[config.mk]
export PLATFORM = sky130hd
export DESIGN_NAME = lzfw_parser
export DESIGN_NICKNAME = d
export VERILOG_FILES = /design/src/rtl/core/lzfw_pkg.sv /design/src/rtl/core/lzfw_parser.sv
export SDC_FILE = /design/constraint.sdc
export NUM_CORES = 1
export LEC_CHECK = 0
export ABC_AREA = 1
export BUFFER_PORTS_ARGS = -buffer_cell sky130_fd_sc_hd__buf_2
export CAP_MARGIN = 20
export CELL_PAD_IN_SITES_DETAIL_PLACEMENT = 1
export CELL_PAD_IN_SITES_GLOBAL_PLACEMENT = 1
export CORE_ASPECT_RATIO = 1.5
export CORE_MARGIN = 4
export CORE_UTILIZATION = 34
export CTS_CLUSTER_DIAMETER = 200
export CTS_CLUSTER_SIZE = 25
export DETAILED_ROUTE_END_ITERATION = 12
export GPL_ROUTABILITY_DRIVEN = 0
export HOLD_SLACK_MARGIN = 0.06
export PLACE_DENSITY_LB_ADDON = 0.2
export SYNTH_ARGS = -nofsm -noshare
export SYNTH_HDL_FRONTEND = slang
export SYNTH_SLANG_ARGS = --single-unit
[constraint.sdc]
create_clock -name clk_i -period 11.7 [get_ports clk_i]
set_input_delay 3.51 -clock clk_i [delete_from_list [all_inputs] [get_ports clk_i]]
set_output_delay 3.51 -clock clk_i [all_outputs]
set_load 0.01 [all_outputs]
[src/rtl/core/lzfw_pkg.sv]
// Package for the LZSS flag-word decompressor.
// Holds the window geometry, the parser phase type, the status and operation
// codes and the control struct passed from the parser to the top level.
package lzfw_pkg;

  // History window geometry.
  localparam int WindowSize = 65536;
  localparam int AddrW      = $clog2(WindowSize);
  localparam int ProdW      = $clog2(WindowSize + 1);

  // Operation codes of the input item.
  localparam logic OpByte = 1'b0;
  localparam logic OpTick = 1'b1;

  // Status codes of a result item.
  localparam logic [1:0] StOk      = 2'd0;
  localparam logic [1:0] StBadDist = 2'd1;
  localparam logic [1:0] StBusy    = 2'd2;

  typedef enum logic [3:0] {
    PhSize0   = 4'd0,
    PhSize1   = 4'd1,
    PhSize2   = 4'd2,
    PhCtrl    = 4'd3,
    PhFlag0   = 4'd4,
    PhFlag1   = 4'd5,
    PhToken   = 4'd6,
    PhMatchHi = 4'd7,
    PhDist0   = 4'd8,
    PhDist1   = 4'd9,
    PhExt     = 4'd10,
    PhCopy    = 4'd11
  } phase_e;

  // What the parser asks of the window and what the result carries.
  typedef struct packed {
    logic             rd_en;
    logic [AddrW-1:0] rd_addr;
    logic             wr_en;
    logic [AddrW-1:0] wr_addr;
    logic             from_mem;
    logic             byte_valid;
    logic [7:0]       lit_byte;
    logic             copy_pending;
    logic             image_done;
    logic [1:0]       status;
  } lzfw_ctl_t;

endpackage

[src/rtl/core/lzfw_parser.sv]
// Token parser of the LZSS flag-word decompressor.
// Keeps all control state in registers and issues window reads and writes.
// Depends on lzfw_pkg.
module lzfw_parser (
  input  logic               clk_i,
  input  logic               rst_ni,
  input  logic               accept_i,
  input  logic               operation_i,
  input  logic [7:0]         in_byte_i,
  output lzfw_pkg::lzfw_ctl_t ctl_o
);

  lzfw_pkg::phase_e phase_q, phase_d;
  logic [23:0] rem_q, rem_d;
  logic [3:0]  len_bits_q, len_bits_d;
  logic        ext_en_q, ext_en_d;
  logic [15:0] flag_bits_q, flag_bits_d;
  logic [4:0]  flag_left_q, flag_left_d;
  logic [7:0]  tok_low_q, tok_low_d;
  logic [15:0] match_word_q, match_word_d;
  logic [15:0] dist_q, dist_d;
  logic [15:0] copy_rem_q, copy_rem_d;
  logic [lzfw_pkg::ProdW-1:0] prod_q, prod_d;
  logic [lzfw_pkg::AddrW-1:0] wp_q, wp_d;

  logic [15:0] len_mask;
  logic [15:0] mw_hi;
  logic [15:0] dist_hi;
  logic [15:0] dist_lo;
  logic [15:0] chk_mw;
  logic [15:0] chk_dist;
  logic        dist_bad;
  logic        ext_hit;
  logic [15:0] cmw;
  logic [7:0]  extra;
  logic [16:0] len_full;
  logic [15:0] len_clip;
  logic [17:0] src_ext;
  logic [17:0] wp_ext;
  logic [17:0] dist_ext;
  logic [lzfw_pkg::AddrW-1:0] wp_inc;
  logic [lzfw_pkg::ProdW-1:0] prod_inc;
  logic [23:0] rem_dec;
  logic [4:0]  flag_left_dec;

  function automatic lzfw_pkg::phase_e after_token(logic [23:0] rem, logic [4:0] left);
    lzfw_pkg::phase_e ph;
    if (rem == 24'd0) begin
      ph = lzfw_pkg::PhSize0;
    end else if (left != 5'd0) begin
      ph = lzfw_pkg::PhToken;
    end else begin
      ph = lzfw_pkg::PhFlag0;
    end
    return ph;
  endfunction

  // Shared datapath terms.
  always_comb begin
    len_mask = 16'((17'd1 << len_bits_q) - 17'd1);
    mw_hi    = {in_byte_i, tok_low_q};
    dist_hi  = mw_hi >> len_bits_q;
    dist_lo  = {in_byte_i, dist_q[7:0]};
    chk_mw   = (phase_q == lzfw_pkg::PhMatchHi) ? mw_hi : match_word_q;
    chk_dist = (phase_q == lzfw_pkg::PhMatchHi) ? dist_hi : dist_lo;
    dist_bad = (chk_dist == 16'd0) || (18'(chk_dist) > 18'(prod_q));
    ext_hit  = ext_en_q && ((chk_mw & len_mask) == len_mask);
    cmw      = (phase_q == lzfw_pkg::PhExt) ? match_word_q : chk_mw;
    extra    = (phase_q == lzfw_pkg::PhExt) ? in_byte_i : 8'd0;
    len_full = 17'(cmw & len_mask) + 17'(extra) + 17'd3;
    len_clip = (24'(len_full) > rem_q) ? rem_q[15:0] : len_full[15:0];

    wp_ext   = 18'(wp_q);
    dist_ext = 18'(dist_q);
    src_ext  = (wp_ext >= dist_ext) ? (wp_ext - dist_ext)
                                    : (wp_ext + 18'(lzfw_pkg::WindowSize) - dist_ext);

    wp_inc   = (wp_q == lzfw_pkg::AddrW'(lzfw_pkg::WindowSize - 1)) ? '0 : wp_q + 1'b1;
    prod_inc = (prod_q < lzfw_pkg::ProdW'(lzfw_pkg::WindowSize)) ? prod_q + 1'b1 : prod_q;
    rem_dec  = rem_q - 24'd1;
    flag_left_dec = (flag_left_q != 5'd0) ? flag_left_q - 5'd1 : flag_left_q;
  end

  always_comb begin
    phase_d      = phase_q;
    rem_d        = rem_q;
    len_bits_d   = len_bits_q;
    ext_en_d     = ext_en_q;
    flag_bits_d  = flag_bits_q;
    flag_left_d  = flag_left_q;
    tok_low_d    = tok_low_q;
    match_word_d = match_word_q;
    dist_d       = dist_q;
    copy_rem_d   = copy_rem_q;
    prod_d       = prod_q;
    wp_d         = wp_q;

    ctl_o         = '0;
    ctl_o.rd_addr = src_ext[lzfw_pkg::AddrW-1:0];
    ctl_o.wr_addr = wp_q;
    ctl_o.status  = lzfw_pkg::StOk;

    if (operation_i == lzfw_pkg::OpTick) begin
      if ((phase_q == lzfw_pkg::PhCopy) && (copy_rem_q != 16'd0)) begin
        ctl_o.rd_en      = 1'b1;
        ctl_o.from_mem   = 1'b1;
        ctl_o.wr_en      = 1'b1;
        ctl_o.byte_valid = 1'b1;
        wp_d       = wp_inc;
        prod_d     = prod_inc;
        rem_d      = rem_dec;
        copy_rem_d = copy_rem_q - 16'd1;
        if (copy_rem_q == 16'd1) begin
          phase_d = after_token(rem_dec, flag_left_q);
          ctl_o.image_done = (rem_dec == 24'd0);
        end
      end
    end else begin
      unique case (phase_q)
        lzfw_pkg::PhSize0: begin
          rem_d       = 24'(in_byte_i);
          prod_d      = '0;
          flag_left_d = 5'd0;
          flag_bits_d = 16'd0;
          phase_d     = lzfw_pkg::PhSize1;
        end
        lzfw_pkg::PhSize1: begin
          rem_d   = rem_q | {8'd0, in_byte_i, 8'd0};
          phase_d = lzfw_pkg::PhSize2;
        end
        lzfw_pkg::PhSize2: begin
          rem_d   = rem_q | {in_byte_i, 16'd0};
          phase_d = lzfw_pkg::PhCtrl;
        end
        lzfw_pkg::PhCtrl: begin
          len_bits_d = in_byte_i[3:0];
          ext_en_d   = in_byte_i[6];
          phase_d    = after_token(rem_q, flag_left_q);
          ctl_o.image_done = (rem_q == 24'd0);
        end
        lzfw_pkg::PhFlag0: begin
          flag_bits_d = 16'(in_byte_i);
          phase_d     = lzfw_pkg::PhFlag1;
        end
        lzfw_pkg::PhFlag1: begin
          flag_bits_d = flag_bits_q | {in_byte_i, 8'd0};
          flag_left_d = 5'd16;
          phase_d     = lzfw_pkg::PhToken;
        end
        lzfw_pkg::PhToken: begin
          flag_bits_d = flag_bits_q >> 1;
          flag_left_d = flag_left_dec;
          if (flag_bits_q[0]) begin
            ctl_o.wr_en      = 1'b1;
            ctl_o.byte_valid = 1'b1;
            ctl_o.lit_byte   = in_byte_i;
            wp_d   = wp_inc;
            prod_d = prod_inc;
            rem_d  = rem_dec;
            phase_d = after_token(rem_dec, flag_left_dec);
            ctl_o.image_done = (rem_dec == 24'd0);
          end else begin
            tok_low_d = in_byte_i;
            phase_d   = lzfw_pkg::PhMatchHi;
          end
        end
        lzfw_pkg::PhMatchHi, lzfw_pkg::PhDist1: begin
          if (phase_q == lzfw_pkg::PhMatchHi) begin
            match_word_d = mw_hi;
            dist_d       = dist_hi;
          end else begin
            dist_d = dist_lo;
          end
          if ((phase_q == lzfw_pkg::PhMatchHi) && (dist_hi == 16'd0)) begin
            phase_d = lzfw_pkg::PhDist0;
          end else if (dist_bad) begin
            phase_d      = lzfw_pkg::PhSize0;
            copy_rem_d   = 16'd0;
            ctl_o.status = lzfw_pkg::StBadDist;
          end else if (ext_hit) begin
            phase_d = lzfw_pkg::PhExt;
          end else begin
            copy_rem_d = len_clip;
            phase_d    = lzfw_pkg::PhCopy;
          end
        end
        lzfw_pkg::PhDist0: begin
          dist_d  = 16'(in_byte_i);
          phase_d = lzfw_pkg::PhDist1;
        end
        lzfw_pkg::PhExt: begin
          copy_rem_d = len_clip;
          phase_d    = lzfw_pkg::PhCopy;
        end
        lzfw_pkg::PhCopy: begin
          ctl_o.status = lzfw_pkg::StBusy;
        end
        default: begin
          phase_d = lzfw_pkg::PhSize0;
        end
      endcase
    end

    ctl_o.copy_pending = (phase_d == lzfw_pkg::PhCopy) && (copy_rem_d != 16'd0);
  end

  always_ff @(posedge clk_i or negedge rst_ni) begin
    if (!rst_ni) begin
      phase_q      <= lzfw_pkg::PhSize0;
      rem_q        <= '0;
      len_bits_q   <= '0;
      ext_en_q     <= 1'b0;
      flag_bits_q  <= '0;
      flag_left_q  <= '0;
      tok_low_q    <= '0;
      match_word_q <= '0;
      dist_q       <= '0;
      copy_rem_q   <= '0;
      prod_q       <= '0;
      wp_q         <= '0;
    end else if (accept_i) begin
      phase_q      <= phase_d;
      rem_q        <= rem_d;
      len_bits_q   <= len_bits_d;
      ext_en_q     <= ext_en_d;
      flag_bits_q  <= flag_bits_d;
      flag_left_q  <= flag_left_d;
      tok_low_q    <= tok_low_d;
      match_word_q <= match_word_d;
      dist_q       <= dist_d;
      copy_rem_q   <= copy_rem_d;
      prod_q       <= prod_d;
      wp_q         <= wp_d;
    end
  end

endmodule
==> flow_summary.toml, run 1 <==
[status]
outcome = "complete, no violations"

[critical_path]
r2r.worst_path.cells = 32
slowest_delay_ns = 0.35
slowest_stage = "ha_1"
required_ns = 8.19
arrival_ns = 7.78
path_class = "in -> out"
crit_fanout = 8
cp-start-kind = "primary input"
crit_top_cell = "nand2_1"
worstSetupEndpointType = "output pin"

[sta]
tightest_slew_ns = 1.012
final.setup_skew_ns = 0.01334
fin_crit_ns = 11.29
fmax_mhz = 88.58
relSlewSlack = 0.3256
hold_ws_ns = 0.4795
final_hold_viol_count = 0
setup_viol = 0
fin_crit_sh = 0.9649
slew_viol_final = 0
fin_ws_ns = 0.4106

[routing]
drcViolationCount = 0
first_iter_violations = 723
wl_mm = 51.64
via_per_inst = 5.386
wire_per_inst_um = 20.40
first_pass_iters = 5
vias = 13640
ant_nets = 0

[flow_run]
drv_cap = 0

[yosys]
yosysUniqueCellTypes = 62
async_flop_share = 1.000
post-synth-top-area-fraction = 0.2792
syn-num-nets = 2059
synth_area_leader_cell = "dfrtp_1"
synth.most_common_cell = "nand2_1"
synth.yosys.seq_area_share = 0.2792
synth_area_um2 = 12730
synth_seq_cells = 142
synth_flop_cell = "dfrtp_1"
synth_edf_count = 0
syn_avg_cell_area_um2 = 6.453
synth_area_leaders = "dfrtp_1, nand2_1, inv_1"
syn_inst = 1972
ys_warn_count = 0
yosys-top-cells-count = "nand2_1, inv_1, nor2_1"

[power_and_ir_drop]
switching_share = 0.5294
power_frac_comb = 0.624
total_power_mw = 3.589
seqPwrFrac = 0.221
leakage_nw = 7.169
clock_power_share = 0.155
switchingPower_mw = 1.900
power_density_nw_per_um2 = 249.5
p_int_mw = 1.689
peakVddDrop_uv = 97.16

[die]
rows = 86
die_w_um = 166.0
dieArea_um2 = 40650
pin_count = 60
core_um2 = 36910
die_h_um = 244.9
start_util = 0.3448

[placed_design]
port_buffers = 59
detailed_place_hpwl_mm = 40.63
pre_cts_slack_ns = -0.08773
dpl_cell_area_um2 = 13630

[grt]
grt_pass1_vias = 14090
grt_max_degree = 90
grt_pass1_wl_mm = 79.56
grt_util_all_layers = 0.2503
antenna_found_initial = 0
grt_overflow_total = 0

[cells_and_area]
post-route-util = 0.3898
drive_above_1_share = 0.1138
nets = 2123
final_area_um2 = 14390
area_delta_synth_final_pct = 13.05
antenna_cells = 0

[clocking]
htree_num_levels = 4
worst_skew_pair.late_latency_ns = 0.46
cts.sinks = 142
clk_pin_slew_ns = 0.06
cts_max_path_buffers = 2
cts_tree = "yes"
cts_made_buffers = 17
root_buffer = "clkbuf_16"

[hold_path]
hp-class = "reg -> reg"
hold_path_depth = 2
area by class of cell:
class | count | area [µm²]
sequential | 142 | 3553
tap | 484 | 605.6
multi-input combinational | 1502 | 7979
timing repair buffer | 103 | 661.9
inverter | 270 | 1016
clock buffer | 18 | 439.2
fill | 4850 | 22520
clock inverter | 13 | 131.4
layout by cell type, fill, tap and decap left out, drive strengths merged, types with 7 or more instances in the layout:
| master | n |
|---|---|
| nand2 | 527 |
| inv | 268 |
| nor2 | 215 |
| o21ai | 208 |
| nand3 | 172 |
| dfrtp | 142 |
| buf | 102 |
| a21oi | 89 |
| ha | 73 |
| xor2 | 55 |
| nand4 | 31 |
| o22ai | 31 |
| nor3 | 31 |
| clkbuf | 19 |
| clkinv | 11 |
| a31oi | 7 |
| xnor2 | 7 |
worst paths after layout:
check | startpoint | to | slack [ns]
setup / recovery | in_byte_i[3] | ctl_o[3] | 0.41
hold / removal | match_word_q[10]$_DFFE_PN0P_ | match_word_q[10]$_DFFE_PN0P_ | 0.48
setup reg to reg | len_bits_q[3]$_DFFE_PN0P_ | copy_rem_q[8]$_DFFE_PN0P_ | 5.60
hold reg to reg | match_word_q[10]$_DFFE_PN0P_ | match_word_q[10]$_DFFE_PN0P_ | 0.48
max in group asynchronous | rst_ni | match_word_q[0]$_DFFE_PN0P_ | 7.14
min in group asynchronous | rst_ni | wp_q[13]$_DFFE_PN0P_ | 3.14
power by group through the flow:
stage | logic, mW | clock network [mW] | registers [mW]
after floorplan | 1.48 | 0 | 0.733
after global placement | 2.12 | 0 | 0.795
after detailed placement | 2.17 | 0 | 0.799
after CTS | 2.19 | 0.572 | 0.792
after global routing | 2.49 | 0.589 | 0.816
final | 2.24 | 0.557 | 0.793
sequential cells by signal, summed over array words and instances, names as in the netlist, 5 cells and up:
name and cells:
copy_rem_q 16, match_word_q 15, rem_q 24, dist_q 16, prod_q 17, flag_bits_q 16, wp_q 16, tok_low_q 8
flag_left_q 5
metrics by stage:
stage | instances | setup TNS [ns]
finish | 2532 | 0
global route | 2532 | -0.01233
CTS | 2528 | 0
detailed placement | 2497 | -0.08773
global placement | 2497 | 0
floorplan | 1972 | 0
per-layer routing:
layer  share of wire  vias up  track usage
met1            0.36     6643       0.2484
met2            0.53      273       0.4759
met4           0.082        0       0.1789
met5               0        -            0
li1                -     6588            -
met3           0.029      134      0.03174
cell families (layout without fill, tap and decap cells):
| kind of cell | Yosys count | in the layout | share of synthesized area |
|---|---|---|---|
| AO/OA/AOI/OAI | 372 | 372 | 0.1590 |
| XOR/XNOR | 62 | 62 | 0.04267 |
| adder cells (fa/ha/maj) | 75 | 75 | 0.07492 |
| buffers and inverters | 328 | 404 | 0.1048 |
| flip-flops | 142 | 142 | 0.2792 |
| multiplexers | 1 | 1 | 0.0008848 |
| other | 1 | 1 | 0.0002947 |
| AND/OR/NAND/NOR | 991 | 991 | 0.3382 |
what timing repair did:
item	4_1_cts	5_1_grt
resized for setup	3	39
hold buffers	0	0
setup buffers	0	3
gates cloned	0	1
endpoints found under the setup margin	1	1
pin swaps	0	11
worst max-delay path, delay by kind of cell:
| kind | cells | cell delay [ns] |
|---|---|---|
| adder cells (fa/ha/maj) | 3 | 0.92 |
| XOR/XNOR | 1 | 0.14 |
| buffers and inverters | 5 | 0.58 |
| AND/OR/NAND/NOR | 22 | 2.09 |
| AO/OA/AOI/OAI | 3 | 0.53 |
(Power assumes the default switching activity.)
==> run 2, diff against run 1 <==
Settings changed: ABC_AREA 1 to default, CAP_MARGIN 20 to 30.
==> flow_summary.toml, run 2 <==
[status]
outcome = "finished, violations left"
violations = "setup timing"

[cells_and_area]
nets = 1762
antenna_cells = 0
final_cell_mix = "dfrtp_1, nor2_1, nand2_1"
final_area_um2 = 15270
largest_register_ff_count = 24
area_delta_synth_final_pct = 19.74
reg_top3 = "rem_q: 24 flops, prod_q: 17 flops"
drive_above_1_share = 0.2257
layout_commonest_cell = "dfrtp_1"
largest-register = "rem_q"
instances_no_fill = 2172

[critical_path]
crit_top_cell = "a21oi_2"
path_class = "in -> out"
slowest_stage = "or4_4"
r2r_end = "copy_rem_q[0]$_DFFE_PN0P_"
r2r-start = "len_bits_q[3]$_DFFE_PN0P_"
slowest_delay_ns = 0.56
r2r.worst_path.cells = 29
crit_buf_inv = 5
crit_path_end = "ctl_o[3]"
r2r_slack_ns = 4.99
arrival_ns = 8.33
worstSetupEndpointType = "output pin"
crit_family = "compound AO/OA/AOI/OAI gates"
required_ns = 8.19
crit_fanout = 7
cp-start-kind = "primary input"
cp.depth = 25
crit_path_start = "in_byte_i[0]"

[grt]
antenna_found_initial = 0
grt_overflow_total = 0
grt_pass1_vias = 13750
grt_max_degree = 78
grt_util_all_layers = 0.2485
grt_pass1_wl_mm = 79.90

[sta]
final_hold_viol_count = 0
fmax_mhz = 84.47
tightest_slew_ns = 1.053
hold_ws_ns = 0.4903
rsz0062_at_grt = "true"
fin_crit_sh = 1.012
relSlewSlack = 0.2981
fin_crit_ns = 11.84
setup_viol = 1
slew_viol_final = 0
final.setup_skew_ns = 0.008091
fin_ws_ns = -0.1385

[yosys]
yosys-top-cells-count = "dfrtp_1, nor2_1, nand2_1"
syn-num-nets = 1640
synth.most_common_cell = "dfrtp_1"
syn_avg_cell_area_um2 = 8.210
synth_flop_cell = "dfrtp_1"
synth.yosys.seq_area_share = 0.2787
synth_seq_cells = 142
synth_edf_count = 0
synth_area_leaders = "dfrtp_1, ha_1, nor2_1"
yosysUniqueCellTypes = 98
synth_area_leader_cell = "dfrtp_1"
synth_area_um2 = 12750
ys_warn_count = 0
syn_inst = 1553
post-synth-top-area-fraction = 0.2787
async_flop_share = 1.000

[clocking]
cts.sinks = 142
cts_max_path_buffers = 2
cts_tree = "yes"
cts_made_buffers = 17
root_buffer = "clkbuf_16"
hold_buffers = 0
worst_skew_pair.late_latency_ns = 0.45
htree_num_levels = 4
clk_pin_slew_ns = 0.06

[routing]
wire_per_inst_um = 23.70
first_iter_violations = 572
ant_nets = 0
wl_mm = 51.48
vias = 12920
drcViolationCount = 0
first_pass_iters = 5
via_per_inst = 5.948

[power_and_ir_drop]
peakVddDrop_uv = 115.6
leakage_nw = 6.474
total_power_mw = 4.215
power_density_nw_per_um2 = 276.1

[placed_design]
detailed_place_hpwl_mm = 39.40
port_buffers = 59
dp_cells = 2121
pre_cts_slack_ns = -0.4046
dpl_cell_area_um2 = 14120

[die]
core_um2 = 36910
pin_count = 60
die_w_um = 166.1
start_util = 0.3454
die_h_um = 245.2
dieArea_um2 = 40730
rows = 86

[hold_path]
min-delay-start = "flag_bits_q[8]$_DFFE_PN0P_"
hp-class = "reg -> reg"

[flow_run]
drv_cap = 0
## run 2: how the worst min path moves through the flow
| stage | to | slack, ns | cells past startpoint |
|---|---|---|---|
| finish | flag_bits_q[8]$_DFFE_PN0P_ | 0.49 | 2 |
| global route | match_word_q[14]$_DFFE_PN0P_ | 0.52 | 1 |
| CTS | flag_bits_q[10]$_DFFE_PN0P_ | 0.49 | 2 |
| detailed placement | flag_bits_q[10]$_DFFE_PN0P_ | 0.48 | 2 |
| global placement | dist_q[5]$_DFFE_PN0P_ | 0.46 | 2 |
| floorplan | dist_q[5]$_DFFE_PN0P_ | 0.45 | 2 |
## run 2: power breakdown
part / leakage, nW / switching [mW] / total [mW] / internal, mW
combinational: 4.39 / 1.61 / 2.74 / 1.13
clock: 0.283 / 0.247 / 0.549 / 0.302
sequential: 1.80 / 0.259 / 0.928 / 0.670
total: 6.47 / 2.11 / 4.21 / 2.10
## run 2: area by class of cell
| type | count | area (µm²) |
|---|---|---|
| clock inverters | 13 | 127.6 |
| flip-flops and latches | 142 | 3555 |
| multi-input cells | 1231 | 8853 |
| fillers | 4430 | 21640 |
| inverters | 93 | 351.6 |
| clock buffers | 19 | 442.9 |
| well taps | 484 | 605.6 |
| repair buffers | 190 | 1331 |
## run 2: metrics by stage
step                        util  TNS, ns
final                     0.4137  -0.1385
after global routing      0.4137  -0.3173
after CTS                 0.4111        0
after detailed placement  0.3827  -0.4046
after global placement    0.3822  -0.2482
after floorplan                -        0
## run 2: worst min-delay path: stages, from the launching register on
cell	delay, ns
dfrtp_1	0.35
nand2_1	0.05
o21ai_0	0.06
## run 2: cells by family after synthesis
group           Yosys count  share of synthesized area
compound gates          440                     0.2374
xor+xnor                 54                    0.03709
fa+ha+maj                75                    0.07478
buf+inv                 180                    0.06183
flops                   142                     0.2787
mux                      95                    0.08793
other cells               1                  0.0002941
simple gates            566                     0.2220
## run 2: routing by layer
metal | global-route usage | vias up | part of all wire
met5 | 0 | - | 0
met2 | 0.4561 | 346 | 0.52
li1 | - | 5958 | -
met4 | 0.1513 | 0 | 0.067
met1 | 0.2707 | 6443 | 0.38
met3 | 0.03222 | 173 | 0.036
## run 2: timing repair
action,4_1_cts,5_1_grt
endpoints found under the setup margin,1,1
pin swaps,31,28
cloned,1,0
setup buffers,14,4
resized for setup,68,19
